`src/rtl/xcfb_pkg.sv`:
```
package xcfb_pkg;

    localparam int unsigned MAX_PAYLOAD = 255;
    localparam int unsigned STORE_DEPTH = 256;
    localparam int unsigned ADDR_W      = $clog2(STORE_DEPTH);
    localparam int unsigned HEADER_LEN  = 6;
    localparam int unsigned POS_W       = 9;
    localparam int unsigned PADDR_W     = 3;

    localparam logic [7:0] START_MARK = 8'h21;
    localparam logic [7:0] END_MARK   = 8'h23;

    localparam logic OP_PAYLOAD = 1'b0;
    localparam logic OP_TICK    = 1'b1;

    localparam logic REG_LOCAL_ADDRESS = 1'b0;

    localparam logic [POS_W-1:0] POS_START   = POS_W'(0);
    localparam logic [POS_W-1:0] POS_LOCAL   = POS_W'(1);
    localparam logic [POS_W-1:0] POS_DEST    = POS_W'(2);
    localparam logic [POS_W-1:0] POS_LENGTH  = POS_W'(3);
    localparam logic [POS_W-1:0] POS_PAY_XOR = POS_W'(4);
    localparam logic [POS_W-1:0] POS_HDR_XOR = POS_W'(5);

    typedef struct packed {
        logic       opcode;
        logic [7:0] payload_byte;
        logic [7:0] destination;
        logic       frame_end;
    } cmd_t;

    typedef struct packed {
        logic [7:0] frame_byte;
        logic       end_marker;
    } result_t;

    typedef struct packed {
        logic [7:0] local_address;
    } cfg_t;

endpackage

```
`src/rtl/xcfb_cfg.sv`:
```
module xcfb_cfg (
    input  logic                           clk,
    input  logic                           rst_n,
    input  logic                           psel,
    input  logic                           penable,
    input  logic                           pwrite,
    input  logic [xcfb_pkg::PADDR_W-1:0]   paddr,
    input  logic [31:0]                    pwdata,
    output logic [31:0]                    prdata,
    output logic                           pready,
    output xcfb_pkg::cfg_t                 cfg
);

    logic [7:0] local_address_reg;
    logic [7:0] local_address_next;
    logic       reg_index;
    logic       wr_en;

    assign reg_index = paddr[2];
    assign wr_en     = psel && penable && pwrite;
    assign pready    = 1'b1;

    always_comb
    begin
        local_address_next = local_address_reg;
        if (wr_en && (reg_index == xcfb_pkg::REG_LOCAL_ADDRESS))
        begin
            local_address_next = pwdata[7:0];
        end
    end

    always_ff @(posedge clk or negedge rst_n)
    begin
        if (!rst_n)
        begin
            local_address_reg <= 8'h00;
        end
        else
        begin
            local_address_reg <= local_address_next;
        end
    end

    always_comb
    begin
        case (reg_index)
            xcfb_pkg::REG_LOCAL_ADDRESS: prdata = {24'h000000, local_address_reg};
            default:                     prdata = 32'h00000000;
        endcase
    end

    assign cfg.local_address = local_address_reg;

endmodule

```
`src/rtl/xor_checked_frame_builder.sv`:
```
// a payload item gives no result
// a tick item gives its result strobe in the cycle after it is accepted
// throughput: one payload item per cycle while not busy; after a tick item busy
// holds off the next item (busy covers the registered read of the payload store)
// reset: asynchronous active low, clears counters, flags and local_address
// the receiver cannot stall: each result is shown for exactly one cycle
module xor_checked_frame_builder (
    input  logic                          clk,
    input  logic                          rst_n,
    input  logic                          psel,
    input  logic                          penable,
    input  logic                          pwrite,
    input  logic [xcfb_pkg::PADDR_W-1:0]  paddr,
    input  logic [31:0]                   pwdata,
    output logic [31:0]                   prdata,
    output logic                          pready,
    input  logic                          start,
    output logic                          busy,
    input  xcfb_pkg::cmd_t                cmd,
    output logic                          result_valid,
    output xcfb_pkg::result_t             result
);

    xcfb_pkg::cfg_t cfg;

    xcfb_cfg u_cfg (
        .clk     (clk),
        .rst_n   (rst_n),
        .psel    (psel),
        .penable (penable),
        .pwrite  (pwrite),
        .paddr   (paddr),
        .pwdata  (pwdata),
        .prdata  (prdata),
        .pready  (pready),
        .cfg     (cfg)
    );

    logic [7:0] store_mem [xcfb_pkg::STORE_DEPTH];
    logic [7:0] rd_data_reg;

    logic [7:0]                  count_reg,   count_next;
    logic [7:0]                  xor_reg,     xor_next;
    logic [7:0]                  dest_reg,    dest_next;
    logic                        emitting_reg, emitting_next;
    logic [xcfb_pkg::POS_W-1:0]  pos_reg,     pos_next;
    logic                        pend_reg,    pend_next;
    logic                        sel_mem_reg, sel_mem_next;
    logic [7:0]                  byte_reg,    byte_next;
    logic                        endm_reg,    endm_next;

    logic                        accept;
    logic                        pay_acc;
    logic                        tick_acc;
    logic                        store_wr;
    logic                        rd_en;
    logic [xcfb_pkg::ADDR_W-1:0] rd_addr;
    logic [xcfb_pkg::POS_W-1:0]  pay_end;
    logic [xcfb_pkg::POS_W-1:0]  pay_off;

    assign busy     = pend_reg;
    assign accept   = start && !busy;
    assign pay_acc  = accept && (cmd.opcode == xcfb_pkg::OP_PAYLOAD) && !emitting_reg;
    assign tick_acc = accept && (cmd.opcode == xcfb_pkg::OP_TICK) && emitting_reg;
    assign store_wr = pay_acc && (count_reg < 8'(xcfb_pkg::MAX_PAYLOAD));
    assign pay_end  = xcfb_pkg::POS_W'(xcfb_pkg::HEADER_LEN) + {1'b0, count_reg};
    assign pay_off  = pos_reg - xcfb_pkg::POS_W'(xcfb_pkg::HEADER_LEN);
    assign rd_addr  = pay_off[xcfb_pkg::ADDR_W-1:0];

    always_comb
    begin
        count_next    = count_reg;
        xor_next      = xor_reg;
        dest_next     = dest_reg;
        emitting_next = emitting_reg;
        pos_next      = pos_reg;
        pend_next     = tick_acc;
        sel_mem_next  = 1'b0;
        byte_next     = byte_reg;
        endm_next     = 1'b0;
        rd_en         = 1'b0;

        if (pay_acc)
        begin
            if (store_wr)
            begin
                count_next = count_reg + 8'd1;
                xor_next   = xor_reg ^ cmd.payload_byte;
            end
            if (cmd.frame_end)
            begin
                dest_next     = cmd.destination;
                emitting_next = 1'b1;
                pos_next      = '0;
            end
        end

        if (tick_acc)
        begin
            if (pos_reg == xcfb_pkg::POS_START)
            begin
                byte_next = xcfb_pkg::START_MARK;
            end
            else if (pos_reg == xcfb_pkg::POS_LOCAL)
            begin
                byte_next = cfg.local_address;
            end
            else if (pos_reg == xcfb_pkg::POS_DEST)
            begin
                byte_next = dest_reg;
            end
            else if (pos_reg == xcfb_pkg::POS_LENGTH)
            begin
                byte_next = count_reg;
            end
            else if (pos_reg == xcfb_pkg::POS_PAY_XOR)
            begin
                byte_next = xor_reg;
            end
            else if (pos_reg == xcfb_pkg::POS_HDR_XOR)
            begin
                byte_next = cfg.local_address ^ dest_reg ^ count_reg ^ xor_reg;
            end
            else if (pos_reg < pay_end)
            begin
                sel_mem_next = 1'b1;
                rd_en        = 1'b1;
            end
            else
            begin
                byte_next = xcfb_pkg::END_MARK;
                endm_next = 1'b1;
            end

            if (endm_next)
            begin
                count_next    = 8'd0;
                xor_next      = 8'd0;
                emitting_next = 1'b0;
                pos_next      = '0;
            end
            else
            begin
                pos_next = pos_reg + xcfb_pkg::POS_W'(1);
            end
        end
    end

    always_ff @(posedge clk or negedge rst_n)
    begin
        if (!rst_n)
        begin
            count_reg    <= 8'd0;
            xor_reg      <= 8'd0;
            dest_reg     <= 8'd0;
            emitting_reg <= 1'b0;
            pos_reg      <= '0;
            pend_reg     <= 1'b0;
        end
        else
        begin
            count_reg    <= count_next;
            xor_reg      <= xor_next;
            dest_reg     <= dest_next;
            emitting_reg <= emitting_next;
            pos_reg      <= pos_next;
            pend_reg     <= pend_next;
        end
    end

    always_ff @(posedge clk)
    begin
        sel_mem_reg <= sel_mem_next;
        byte_reg    <= byte_next;
        endm_reg    <= endm_next;
    end

    // payload store, one write and one registered read port
    always_ff @(posedge clk)
    begin
        if (store_wr)
        begin
            store_mem[count_reg] <= cmd.payload_byte;
        end
        if (rd_en)
        begin
            rd_data_reg <= store_mem[rd_addr];
        end
    end

    assign result_valid      = pend_reg;
    assign result.frame_byte = sel_mem_reg ? rd_data_reg : byte_reg;
    assign result.end_marker = endm_reg;

`ifndef SYNTH
    a_strobe_after_tick: assert property (@(posedge clk) disable iff (!rst_n)
        result_valid |-> $past(tick_acc))
        else $error("result strobe without a tick item");

    a_end_clears: assert property (@(posedge clk) disable iff (!rst_n)
        (result_valid && result.end_marker) |-> (!emitting_reg && count_reg == 8'd0))
        else $error("frame state not cleared after end marker");

    a_count_bound: assert property (@(posedge clk) disable iff (!rst_n)
        count_reg <= 8'(xcfb_pkg::MAX_PAYLOAD))
        else $error("payload count beyond limit");

    a_pos_bound: assert property (@(posedge clk) disable iff (!rst_n)
        emitting_reg |-> (pos_reg <= pay_end))
        else $error("emit position past end of frame");

    a_no_write_emitting: assert property (@(posedge clk) disable iff (!rst_n)
        store_wr |-> !emitting_reg)
        else $error("payload store written during emission");
`endif

endmodule

```
`config.mk`:
```
export PLATFORM = sky130hd
export DESIGN_NAME = xor_checked_frame_builder
export DESIGN_NICKNAME = d
export VERILOG_FILES = /design/src/rtl/xcfb_pkg.sv /design/src/rtl/xcfb_cfg.sv /design/src/rtl/xor_checked_frame_builder.sv
export SDC_FILE = /design/constraint.sdc
export NUM_CORES = 2
export LEC_CHECK = 0
export BUFFER_PORTS_ARGS = -buffer_cell sky130_fd_sc_hd__buf_4
export CAP_MARGIN = 10
export CORE_AREA = 2 2 393 395
export DETAILED_ROUTE_END_ITERATION = 8
export DIE_AREA = 0 0 395 397
export GPL_ROUTABILITY_DRIVEN = 0
export PLACE_DENSITY = 0.74
export SLEW_MARGIN = 30
export SYNTH_ARGS = -nofsm -noshare
export SYNTH_HDL_FRONTEND = slang
export SYNTH_SLANG_ARGS = --single-unit
```
`constraint.sdc`:
```
create_clock -name clk -period 3.7 [get_ports clk]
set_clock_uncertainty 0.05 [all_clocks]
set_input_delay 0.74 -clock clk [delete_from_list [all_inputs] [get_ports clk]]
set_output_delay 0.74 -clock clk [all_outputs]
set_load 0.1 [all_outputs]
```
**Word-level counts from Yosys, hierarchy flattened**

Memory sizes are Yosys's and may differ from the RTL's. A register that Yosys moved wholly into a read port is not among the register bits.
Index checks and enable logic that the tools add are counted.

- Register bits after elaboration: 53
- Bits in latches: 0
- Bits in writable memories: 2048
- ROM bits: 0
- Bits of input ports: 59
- Output and inout bits: 44
- Logic and storage cells: 88
- Memories: 1

Memories:

| memory | depth | bits a word | read ports | clocked after memory_dff | wr ports | RTL line | RTL |
|---|---|---|---|---|---|---|---|
| store_mem | 256 | 8 | 1 | 1 | 1 | xor_checked_frame_builder.sv:39 | `logic [7:0] store_mem [xcfb_pkg::STORE_DEPTH];` |

- Add/sub/neg operators: 4
- Multiply operators: 0
- Divide/modulo/power cells: 0
- $lt $le $gt $ge: 2
- Eq/ne operators: 6
- Shifts and indexed selects: 0
- Mux-type cells: 42
- Bitwise operators: 6
- Reduce and logical (&&, ||, !) cells: 17

Operator list:

| cell | count |
|---|---|
| 2-to-1 mux 8 bit | 16 |
| 2-to-1 mux 9 bit | 4 |
| bitwise XOR 8 bit | 4 |
| 2-to-1 mux 1 bit | 22 |
| equality test 9 x 2 -> 1 bit (second input constant) | 2 |
| equality test 9 x 3 -> 1 bit (second input constant) | 2 |
| adder 3 x 8 -> 9 bit (first input constant) | 1 |
| adder 9 x 1 -> 9 bit (second input constant) | 1 |
| equality test 9 x 1 -> 1 bit (second input constant) | 1 |
| logical AND 1 bit | 9 |
| zero test 9 bit | 1 |
| < comparator 9 bit | 1 |
| adder 8 x 1 -> 8 bit (second input constant) | 1 |
| < comparator 8 bit (second input constant) | 1 |
| subtractor 8 x 3 -> 8 bit (second input constant) | 1 |
| inequality test 7 bit (second input constant) | 1 |
| AND reduction 2 bit | 3 |
| nonzero test 2 bit | 2 |
| zero test 1 bit | 2 |
| NOT 1 bit | 2 |

**Logic depth before layout (Yosys ltp)**

- Word-level depth: 12
- Gate-level depth with buffers: 17
- Mapped depth without buffers: 12

**Hierarchy**

A second synthesis with hierarchy kept.

- Cell total of the unflattened synthesis: 3987
- Area total of the unflattened synthesis: 83819.1 sq um

Modules (own cells, without submodules):

| module | times used | cells each | area an instance (sq um) | seq. area each (sq um) |
|---|---|---|---|---|
| xor_checked_frame_builder | 1 | 3935 | 83239.8 | 62895.3 |
| xcfb_cfg | 1 | 52 | 579.3 | 200.2 |

**Least setup slack after synthesis**

No wires, ideal clock.

- Path kind: flip-flop to flip-flop
- Start point: reg pos_reg[0] in the netlist's numbering
- End point: reg count_reg[0]
- Library setup time: 131 ps
- Arrival time: 2907 ps
- Required time: 3519 ps
- Setup slack: 612 ps
- Stages on the path, launching flop included: 18
- Period minus slack after synthesis: 3088 ps
- Cells stage by stage: dfrtp_1 > buf_6 > buf_12 > buf_12 > buf_12 > buf_8 > buf_4 > buf_4 > inv_1 > ha_1 > clkbuf_1 > nor2_1 > o21ai_0 > nand2_1 > inv_1 > nor3_2 > clkbuf_1 > nor2_1

- Longest elaborated chain between the ends: 11
- Elaborated cells between the ends (all ways): 17

RTL lines:

| item | RTL line | RTL |
|---|---|---|
| start: declaration | xor_checked_frame_builder.sv:46 | `logic [xcfb_pkg::POS_W-1:0] pos_reg, pos_next;` |
| start signal: assignment | xor_checked_frame_builder.sv:166 | `pos_reg <= pos_next;` |
| < comparator 9 bit | xor_checked_frame_builder.sv:124 | `else if (pos_reg < pay_end)` |
| 2-to-1 mux 1 bit | xor_checked_frame_builder.sv:124 |  |
| 2-to-1 mux 1 bit | xor_checked_frame_builder.sv:120 | `else if (pos_reg == xcfb_pkg::POS_HDR_XOR)` |
| 2-to-1 mux 1 bit | xor_checked_frame_builder.sv:116 | `else if (pos_reg == xcfb_pkg::POS_PAY_XOR)` |
| 2-to-1 mux 1 bit | xor_checked_frame_builder.sv:112 | `else if (pos_reg == xcfb_pkg::POS_LENGTH)` |
| 2-to-1 mux 1 bit | xor_checked_frame_builder.sv:108 | `else if (pos_reg == xcfb_pkg::POS_DEST)` |
| 2-to-1 mux 1 bit | xor_checked_frame_builder.sv:104 | `else if (pos_reg == xcfb_pkg::POS_LOCAL)` |
| 2-to-1 mux 1 bit (*) | xor_checked_frame_builder.sv:100 | `if (pos_reg == xcfb_pkg::POS_START)` |
| 2-to-1 mux 1 bit (*) | xor_checked_frame_builder.sv:98 | `if (tick_acc)` |
| 2-to-1 mux 8 bit (*) | xor_checked_frame_builder.sv:135 | `if (endm_next)` |
| 2-to-1 mux 8 bit (*) | xor_checked_frame_builder.sv:98 |  |
| via count_next[0] | xor_checked_frame_builder.sv:42 | `logic [7:0] count_reg, count_next;` |
| end signal: assignment | xor_checked_frame_builder.sv:162 | `count_reg <= count_next;` |
| end: declaration | xor_checked_frame_builder.sv:42 |  |

Mark *: on every way through the listed nets, which the timed path passes. The rest lies on a longest branch. The select of a mux whose other input is x is not followed.
A chain may end at the register's enable or synchronous reset.

**Worst setup path after layout**

- Start point: reg pos_reg[2] in the netlist's numbering
- End point: reg rd_data_reg[1], read port of store_mem (data pin)

- Longest elaborated chain between the ends: 9
- Elaborated cells between the ends (all ways): 16

RTL lines:

| item | RTL line | RTL |
|---|---|---|
| < comparator 9 bit | xor_checked_frame_builder.sv:124 |  |
| 2-to-1 mux 1 bit | xor_checked_frame_builder.sv:124 |  |
| 2-to-1 mux 1 bit | xor_checked_frame_builder.sv:120 |  |
| 2-to-1 mux 1 bit | - |  |
| 2-to-1 mux 1 bit | xor_checked_frame_builder.sv:112 |  |
| 2-to-1 mux 1 bit | - |  |
| 2-to-1 mux 1 bit | xor_checked_frame_builder.sv:104 |  |
| 2-to-1 mux 1 bit (2 in a row) | - |  |
| end: declaration | xor_checked_frame_builder.sv:40 | `logic [7:0] rd_data_reg;` |

Parallel ways exist; a longest one is shown, timed or not.

==> flow_metrics.tcl <==
set metrics [dict create \
    grt_pass1_vias 42700 \
    grt_pass1_wl_um 300000 \
    hold_path.class "in -> reg" \
    vias_per_cell 6.42 \
    hpwl_um 125000 \
    vias 42900 \
    cp_max_fo 13 \
    cts_htree_levels 4 \
    status "finished clean" \
    ir_drop_v 0.000502 \
    yosysSeqAreaShare_pct 75.5 \
    endpoint_kind "flip-flop" \
    start_kind "flip-flop" \
    die_area_um2 157000 \
    core_area_um2 153000 \
    die_w_um 395 \
    postPlaceCellArea_um2 89200 \
    syn-cell-area_um2 83600 \
    numCtsBuffers 197 \
    cts_root_buffer "clkbuf_16" \
    cap_viol_max_count 0 \
    yosys.cell_types.count 72 \
    synth_top_area_share_pct 74.1 \
    cts_tree "yes" \
    synth_top_area_cell "edfxtp_1" \
    synth.area.top_cells "edfxtp_1 (74%), mux4_2 (15%), nor2_1 (1.5%), dfrtp_1 (1.3%), mux4_1 (1.2%)" \
    synth_edf_count 2064 \
    cts.path.max_buffers 3 \
    synth.avg_cell_area_um2 21.0 \
    required_ns 4.33 \
    p_leak_nw 30.7 \
    grt_max_degree 111 \
    firstDrtPassIters 6 \
    arrival_ns 4.31 \
    path_class "reg -> reg" \
    final_area_um2 95700 \
    antenna_left 0 \
    power.density_nw_per_um2 698 \
    whs_ns 0.0678 \
    async_flop_share_pct 2.04 \
    layout-drive-gt1-share_pct 30.2 \
    crit_start "pos_reg[2]" \
    wl_per_cell_um 31.0 \
    hp-start "cmd[3]" \
    grt.overflow.total 0 \
    num_io_pins 103 \
    synth_warnings 0 \
    grt_util_all_layers_pct 26.6 \
    rows 144 \
    ys_seq_elements 2109 \
    worst_pin_slew_ns 1.08 \
    insertion_delay_ns 0.82 \
    post-route-util_pct 62.5 \
    r2r_setup_slack_ns 0.02 \
    routed_wirelength_um 207000 \
    start_util_pct 54.7 \
    syn_to_final_growth_pct 14.4 \
    r2r_start "pos_reg[2]" \
    fmax_ghz 0.272 \
    largest_register_ffs 2048 \
    hold_viol_final 0 \
    numPortBuffers 51 \
    cts.sinks 2109 \
    fin_nets 4549 \
    antenna_found_initial 5 \
    finalCritPeriodShare_pct 99.4 \
    relSlewSlack_pct 27.9 \
    drt_iter0_markers 5715 \
    synth_cells 3975 \
    fin_setup_tns_ns 0 \
    synthFlopType "edfxtp_1" \
    fp.dieH_um 397 \
    rsz0062_at_grt "no" \
    setup_viol 0 \
    path_clk_slew_ns 0.07 \
    slew_viol_final 0 \
    drc_errors 0 \
    period_needed_ns 3.68 \
]
-- cells in the final DEF, fill, tap and decap left out, types with 5 or more instances in the layout --
master	synthesis	routed
clkinvlp_4	0	8
and2_1	5	5
nor2_1	337	333
xnor2_1	23	22
clkbuf_16	0	204
mux4_1	38	38
buf_4	62	458
bufinv_16	0	19
nand2b_1	11	11
clkinv_2	0	40
and3_1	8	8
clkinv_1	2	46
ha_1	19	18
nand2_1	211	210
a211oi_1	6	6
mux2i_1	21	21
a31oi_1	23	23
a22oi_1	19	19
edfxtp_1	2064	2064
mux2_2	24	24
xor2_1	28	27
a32oi_1	19	19
clkbuf_1	80	34
dfrtp_1	43	41
o21ai_0	23	23
or2_2	7	7
o22ai_1	25	25
clkbuf_8	0	11
nor3_1	29	27
a21oi_1	24	24
inv_1	15	15
buf_12	8	49
nor2b_1	13	13
nand3_1	60	60
nor4_1	7	7
mux4_2	548	548
nand4_1	7	7
conb_1	2	33
-- routing by layer --
layer / part of all wire, % / up-vias / GRT usage [%]
li1: - / 17300 / -
met1: 37 / 22500 / 36.9
met2: 50 / 2634 / 42.9
met3: 9.9 / 389 / 4.76
met4: 3.7 / 4 / 9.73
met5: 0.013 / - / 0
-- repair_timing --
item	CTS	global route
pin swaps	0	1
gates resized for setup	1	0
endpoints found under the hold margin	43	0
setup endpoints to repair	1	1
buffers inserted	0	3
hold buffers	1	0
-- area by class of cell --
| class | count | area (um^2) |
|---|---|---|
| fill | 9959 | 57300 |
| inverter | 17 | 63.8 |
| antenna | 1 | 2.50 |
| clock inverter | 121 | 1130 |
| sequential | 2109 | 63100 |
| tap | 2044 | 2560 |
| clock buffer | 241 | 5270 |
| multi-input combinational | 1629 | 19000 |
| timing repair buffer | 517 | 4550 |
-- stage by stage --
stage | setup WS (ns) | std cells | total power, mW
5_1_grt | 0.0412 | 6678 | 68.7
2_1_floorplan | 0.612 | 4006 | 40.4
3_5_place_dp | 0.0128 | 6312 | 47.0
6_report | 0.0237 | 6679 | 66.8
4_1_cts | 0.0499 | 6675 | 67.0
3_3_place_gp | 0.0570 | 6312 | 46.7
-- cell usage after synthesis (4+ instances only) --
| cell | instances |
|---|---|
| nand4_1 | 7 |
| clkbuf_1 | 80 |
| buf_12 | 8 |
| buf_4 | 62 |
| or3_1 | 4 |
| nor2_1 | 337 |
| a32oi_1 | 19 |
| nand2b_1 | 11 |
| and3_1 | 8 |
| o32ai_1 | 4 |
| or2_2 | 7 |
| a211oi_1 | 6 |
| nand3_1 | 60 |
| a221oi_1 | 4 |
| mux4_1 | 38 |
| mux2_2 | 24 |
| nand2_1 | 211 |
| a31oi_1 | 23 |
| buf_6 | 32 |
| nor4_1 | 7 |
| mux2i_1 | 21 |
| and2_1 | 5 |
| inv_1 | 15 |
| mux4_2 | 548 |
| xor2_1 | 28 |
| o2111ai_1 | 4 |
| buf_1 | 8 |
| xnor2_1 | 23 |
| buf_2 | 56 |
| nor3_1 | 29 |
| o22ai_1 | 25 |
| dfrtp_1 | 43 |
| ha_1 | 19 |
| a22oi_1 | 19 |
| o21ai_0 | 23 |
| a21oi_1 | 24 |
| o221ai_1 | 4 |
| o21ai_1 | 4 |
| nor2b_1 | 13 |
| edfxtp_1 | 2064 |
-- cells by family after synthesis --
group	share of synthesized area, %
AND/OR/NAND/NOR	3.59
buffers and inverters	2.06
flip-flops	75.5
other	0.00898
adder cells (fa/ha/maj)	0.284
multiplexers	16.5
XOR/XNOR	0.554
AO/OA/AOI/OAI	1.51
-- final timing paths --
| check | to | depth (start not counted) |
|---|---|---|
| max reg2reg | rd_data_reg[1] | 10 |
| min | dest_reg[2] | 3 |
| max in group asynchronous | pos_reg[1] | 2 |
| min in group asynchronous | u_cfg.cfg[6] | 2 |
| min reg2reg | u_cfg.cfg[1] | 1 |
| max | rd_data_reg[1] | 10 |
-- worst max-delay path: stages (launching register included) --
cell and delay [ns]:
dfrtp_1 0.51, a21oi_4 0.28, xor2_4 0.46, buf_12 0.19, nor2_2 0.06, buf_4 0.24, buf_4 0.19, a32oi_1 0.36
a31oi_1 0.21, nor3_1 0.65, and3_1 0.31
-- where the power goes --
group          switching [mW]  internal, mW
logic                    10.9          9.01
clock network            8.71          11.4
registers               0.224          26.5
Power figures use the tool's default switching activity.
